--- config.mk ---
export PLATFORM = sky130hd
export DESIGN_NAME = pca_hash
export DESIGN_NICKNAME = d
export VERILOG_FILES = /design/src/rtl/pca_pkg.sv /design/src/rtl/pca_hash.sv
export SDC_FILE = /design/constraint.sdc
export NUM_CORES = 2
export LEC_CHECK = 0
export ABC_AREA = 1
export CAP_MARGIN = 20
export CORE_MARGIN = 4
export CORE_UTILIZATION = 40
export CTS_CLUSTER_SIZE = 10
export DETAILED_ROUTE_END_ITERATION = 8
export DONT_BUFFER_PORTS = 1
export GPL_ROUTABILITY_DRIVEN = 0
export HOLD_SLACK_MARGIN = 0.15
export PLACE_DENSITY_LB_ADDON = 0.05
export SYNTH_ARGS = -nofsm -noshare
export SYNTH_HDL_FRONTEND = slang
export SYNTH_SLANG_ARGS = --single-unit
--- constraint.sdc ---
create_clock -name clock -period 8.48 [get_ports clock]
set_clock_uncertainty 0.05 [all_clocks]
set_input_delay 1.696 -clock clock [delete_from_list [all_inputs] [get_ports clock]]
set_output_delay 1.696 -clock clock [all_outputs]
set_load 0.1 [all_outputs]
--- src/rtl/pca_pkg.sv ---
// ----------------------------------------------------------------------------
// Pixel colour adjust: shared package
// Widths, hash and luma constants, mode and register codes, control types.
// ----------------------------------------------------------------------------
package pca_pkg;

   localparam int COORD_BITS = 12;
   localparam int STAGES     = 5;
   localparam int NUM_CH     = 3;
   localparam int CSR_IDX_W  = 4;
   localparam int CSR_DATA_W = 16;

   // Datapath widths
   localparam int LUMA_W  = 20;
   localparam int LIN_W   = 26;
   localparam int DIFF_W  = 21;
   localparam int SPROD_W = 38;
   localparam int SVAL_W  = 40;
   localparam int NPROD_W = 29;
   localparam int NSUM_W  = 30;
   localparam int CLAMP_W = 42;

   // Grain hash multipliers
   localparam logic [31:0] HASH_KX = 32'd374761393;
   localparam logic [31:0] HASH_KY = 32'd668265263;
   localparam logic [31:0] HASH_KS = 32'd1274126177;

   // Rec.709 luma weights in Q12, summing to 4096
   localparam logic [11:0] LUMA_R = 12'd871;
   localparam logic [11:0] LUMA_G = 12'd2929;
   localparam logic [11:0] LUMA_B = 12'd296;

   localparam logic [15:0] GAIN_RESET = 16'd4096;
   localparam logic signed [LIN_W-1:0] CONTRAST_PIVOT = 26'sd524288;

   typedef enum logic [2:0] {
      MODE_BRIGHTNESS = 3'd0,
      MODE_CONTRAST   = 3'd1,
      MODE_SATURATION = 3'd2,
      MODE_EXPOSURE   = 3'd3,
      MODE_BALANCE    = 3'd4,
      MODE_NOISE      = 3'd5
   } mode_type;

   typedef enum logic [CSR_IDX_W-1:0] {
      CSR_MODE         = 4'd0,
      CSR_ENABLE       = 4'd1,
      CSR_GAIN         = 4'd2,
      CSR_OFFSET_RED   = 4'd3,
      CSR_OFFSET_GREEN = 4'd4,
      CSR_OFFSET_BLUE  = 4'd5,
      CSR_NOISE_AMP    = 4'd6,
      CSR_NOISE_MONO   = 4'd7
   } csr_index_type;

   typedef struct packed {
      mode_type    mode;
      logic        enable;
      logic [15:0] gain;
      logic [12:0] offset_red;
      logic [12:0] offset_green;
      logic [12:0] offset_blue;
      logic [11:0] noise_amp;
      logic        noise_mono;
   } cfg_type;

   // adv[k] loads stage k+1
   typedef struct packed {
      logic [STAGES-1:0] adv;
   } pipe_ctrl_type;

   // Clamp an already shifted value to 0..255
   function automatic logic [7:0] sat_u8(input logic signed [CLAMP_W-1:0] v);
      logic [7:0] r;
      if (v[CLAMP_W-1]) begin
         r = 8'd0;
      end else if (|v[CLAMP_W-2:8]) begin
         r = 8'hff;
      end else begin
         r = v[7:0];
      end
      return r;
   endfunction

endpackage

--- src/rtl/pca_hash.sv ---
// ----------------------------------------------------------------------------
// Pixel colour adjust: grain hash pipeline
// Three-stage coordinate hash, one lane per colour salt, moving in step with
// the colour pipeline.
// ----------------------------------------------------------------------------
module pca_hash (
   input  logic                           clock,
   input  pca_pkg::pipe_ctrl_type         ctrl,
   input  logic [pca_pkg::COORD_BITS-1:0] pixel_x,
   input  logic [pca_pkg::COORD_BITS-1:0] pixel_y,
   input  logic                           noise_mono,
   output logic [31:0]                    hash_mix [pca_pkg::NUM_CH]
);

   localparam logic [31:0] SALT_TERM [pca_pkg::NUM_CH] = '{
      pca_pkg::HASH_KS,
      32'(pca_pkg::HASH_KS * 32'd2),
      32'(pca_pkg::HASH_KS * 32'd3)
   };

   logic [31:0] mx_ff, my_ff, mx_in, my_in;
   logic [31:0] n1_ff [pca_pkg::NUM_CH];
   logic [31:0] n1_in [pca_pkg::NUM_CH];
   logic [31:0] n2_ff [pca_pkg::NUM_CH];
   logic [31:0] n2_in [pca_pkg::NUM_CH];

   // Stage 1: coordinate products
   assign mx_in = 32'(32'(pixel_x) * pca_pkg::HASH_KX);
   assign my_in = 32'(32'(pixel_y) * pca_pkg::HASH_KY);

   // Stage 2: add salt and fold the top bits down
   always_comb begin
      logic [31:0] n0;
      for (int k = 0; k < pca_pkg::NUM_CH; k++) begin
         n0 = mx_ff + my_ff + (noise_mono ? SALT_TERM[0] : SALT_TERM[k]);
         n1_in[k] = n0 ^ (n0 >> 13);
      end
   end

   // Stage 3: final scramble multiply
   always_comb begin
      for (int k = 0; k < pca_pkg::NUM_CH; k++) begin
         n2_in[k] = 32'(n1_ff[k] * pca_pkg::HASH_KS);
      end
   end

   always_ff @(posedge clock) begin
      if (ctrl.adv[0]) begin
         mx_ff <= mx_in;
         my_ff <= my_in;
      end
      if (ctrl.adv[1]) begin
         n1_ff <= n1_in;
      end
      if (ctrl.adv[2]) begin
         n2_ff <= n2_in;
      end
   end

   assign hash_mix = n2_ff;

endmodule

==> impl_summary.log <==
[metrics] run status: complete, no violations
[metrics] peak fanout along the critical path: 7
[metrics] clock root buffer: clkbuf_16
[metrics] count of cell types in the netlist: 56
[metrics] synthesized net count: slightly below 7000
[metrics] die area: 127000 sq um
[metrics] number of buffers on the longest clock path: 3
[metrics] setup TNS: 0 ns
[metrics] largest family of logic cells by synthesized area: adder cells
[metrics] worst-case setup slack after placement: 1.21 ns
[metrics] post-synth design cell area: 48500 sq um
[metrics] worst-case hold slack: 0.623 ns
[metrics] count of flip-flops with a built-in enable after synthesis: 256
[metrics] normalized max-slew margin: roughly a third
[metrics] fmax: roughly 0.14 GHz
[metrics] Max H-tree Level: 2
[metrics] Detailed Route Iter0 Violations: 1723
[metrics] final HPWL from detailed placement: around 120 mm
[metrics] routed len/inst: between 15 and 20 microns
[metrics] number of nets with antenna violations after detailed routing: 0
[metrics] first-pass GRT wire length: between 200 and 250 mm
[metrics] TritonCTS clock tree: done
[metrics] number of antenna repair diodes: 0
[metrics] pin count of the biggest net entering global routing: 97
[metrics] clock-pin slew on the worst setup and hold paths: 0.06 ns
[metrics] DRC: 0
[metrics] fraction of layout cells with a size suffix above 1: between 4 and 5%
[metrics] IO Port Bufs: 0
[metrics] crit start category: flip-flop
[metrics] overflow left after global routing: 0
[metrics] count leader, synth: inv_1
[metrics] Site Rows: 127
[metrics] Synth top area share: 32.5%
[metrics] width of the chip: 356 microns
[metrics] largest area contributor in the synthesized netlist: fa_1
[metrics] number of endpoints with negative hold slack in the final report: 0
[metrics] final critical delay including setup and external delays: roughly 7 ns
[metrics] most used flip-flop cell after synthesis: edfxtp_1
[metrics] number of global-route vias before repair: 35300
[metrics] path category of the worst min-delay check: reg2reg
[metrics] Final Worst Setup Slack: 1.26 ns
[metrics] Worst-Margin Slew: 1.01 ns
[metrics] # Post-CTS Setup Buffers: 0
[metrics] fraction of synthesized area in multiplexers: 0%
[metrics] via/cell ratio: 4.76
[metrics] PostCTS Resize Cnt: 0
[metrics] top cells by instance count after synthesis: inv_1, fa_1, nand2_1
[metrics] Core Area: around 120000 sq um
[metrics] total of hold buffers inserted after clock tree synthesis: 0
[metrics] post-synthesis compound-gate area fraction: 3.58%
[metrics] vias post-DR: 32800
[metrics] fraction of the mapped netlist area in adder cells: 50.4%
[metrics] clock tree sinks: 256
[metrics] share of synthesized area occupied by flip-flops and latches: 15.8%
[metrics] crit share post-route: a little under nine tenths
[metrics] Skew-Pair Late Insertion Delay: just under 0.6 ns
[metrics] vertical die dimension: about 360 microns
[metrics] Area Overhead vs Synth: 6.78%
[metrics] layout net count: 6779
[metrics] dominant cells by area after synthesis: fa_1, ha_1, edfxtp_1
[metrics] post-synthesis average cell area: between 9 and 10 sq um
[metrics] Final Slew Violations: 0
[metrics] setup repair after global routing missed its margin: false
[metrics] simple-gate area share of the yosys netlist: 12.7%
[metrics] number of warning messages in the yosys log: 0
[metrics] element type at the critical path end: flip-flop
[metrics] Max-Cap Viols: 0
[metrics] wirelength, routed: ~130 mm
[metrics] initial core utilization: 40.4%
[metrics] all-layer global routing usage: 21.8%
[metrics] number of cells produced by synthesis: 5217
[metrics] number of storage elements in the synthesis netlist: 256
[metrics] number of setup violations in the final report: 0
[metrics] ys async rst share: 0%
[metrics] total clock buffers created by CTS: 37
[metrics] worst endpoint data arrival time: 7.51 ns
[metrics] critical path data required time: 8.77 ns
[metrics] synthesized-area fraction occupied by xor and xnor cells: 5.70%
[metrics] IO Count: 127
[metrics] detailed-router iteration count before antenna repair: 8
[metrics] antenna violations before repair: 0
[metrics] Setup Crit Path Kind: reg2reg
[stage by stage]
stage               utilization [%]  std cells  instance area (sq um)
global route                   43.1       6899                  51800
global placement               42.1       6838                  50600
CTS                            43.1       6899                  51800
floorplan                         -       5217                  48500
finish                         43.1       6899                  51800
detailed placement             42.1       6838                  50600
[worst max-delay path: stages (launching register included)]
cell	delay (ns)
edfxtp_1	0.68
inv_1	0.23
fa_1	0.62
fa_1	0.19
inv_1	0.06
fa_1	0.47
inv_1	0.05
fa_1	0.48
inv_1	0.06
fa_1	0.51
inv_1	0.06
fa_1	0.53
inv_1	0.05
fa_1	0.43
ha_1	0.29
ha_1	0.37
nand2_1	0.09
nor2_1	0.09
inv_1	0.05
o21ai_0	0.24
a21boi_0	0.18
o21ai_0	0.33
a21boi_0	0.22
o21ai_0	0.38
nand2_1	0.12
nand3_1	0.09
nand2_1	0.05
[cell type report]
class                           count  area (sq um)
Clock inverter                     18           230
Tap cell                         1612          2020
Multi-Input combinational cell   3447         35200
Clock buffer                       43           970
Inverter                         1511          5680
Timing Repair Buffer               12          90.1
Sequential cell                   256          7690
Fill cell                       12100         68300
[per-layer routing]
| layer | up-vias | track usage, % | part of all wire, % |
|---|---|---|---|
| li1 | 16000 | - | - |
| met1 | 16100 | 29.4 | 45 |
| met2 | 558 | 37.4 | 49 |
| met3 | 148 | 2.45 | 3.4 |
| met4 | 0 | 5.40 | 2.8 |
| met5 | - | 0 | 0 |
[cell families after synthesis]
kind of cell    after synthesis
simple gates               1350
buf+inv                    1514
flops                       256
xor+xnor                    303
compound gates              311
fa+ha+maj                  1483
[state kept, by name, summed over array words and instances (netlist names)]
name,cells
my_ff,32
hash_mix,96
n1_ff,96
mx_ff,32
[final timing paths]
kind | endpoint | slack [ns] | startpoint | cells after the start
max | hash_mix[60] | 1.26 | n1_ff[37] | 26
min | hash_mix[36] | 0.62 | n1_ff[36] | 1
max reg2reg | hash_mix[60] | 1.26 | n1_ff[37] | 26
min reg2reg | hash_mix[36] | 0.62 | n1_ff[36] | 1
[cell usage in the layout (no fill, tap or decap), types with 19 or more instances in the layout]
| cell | netlist | layout |
|---|---|---|
| a21oi_1 | 156 | 156 |
| nor3_1 | 19 | 19 |
| xor2_1 | 167 | 167 |
| nand3_1 | 183 | 183 |
| fa_1 | 787 | 787 |
| nand4_1 | 50 | 50 |
| nand2_2 | 65 | 65 |
| nand2_1 | 732 | 732 |
| nor2_2 | 20 | 20 |
| edfxtp_1 | 256 | 256 |
| ha_1 | 696 | 696 |
| o21ai_0 | 80 | 80 |
| clkbuf_16 | 0 | 38 |
| inv_1 | 1493 | 1493 |
| xnor2_1 | 126 | 126 |
| nor2_1 | 195 | 195 |
Power is not shown: default switching activity piles up to over one toggle a cycle in this logic, so the estimate is an artifact.
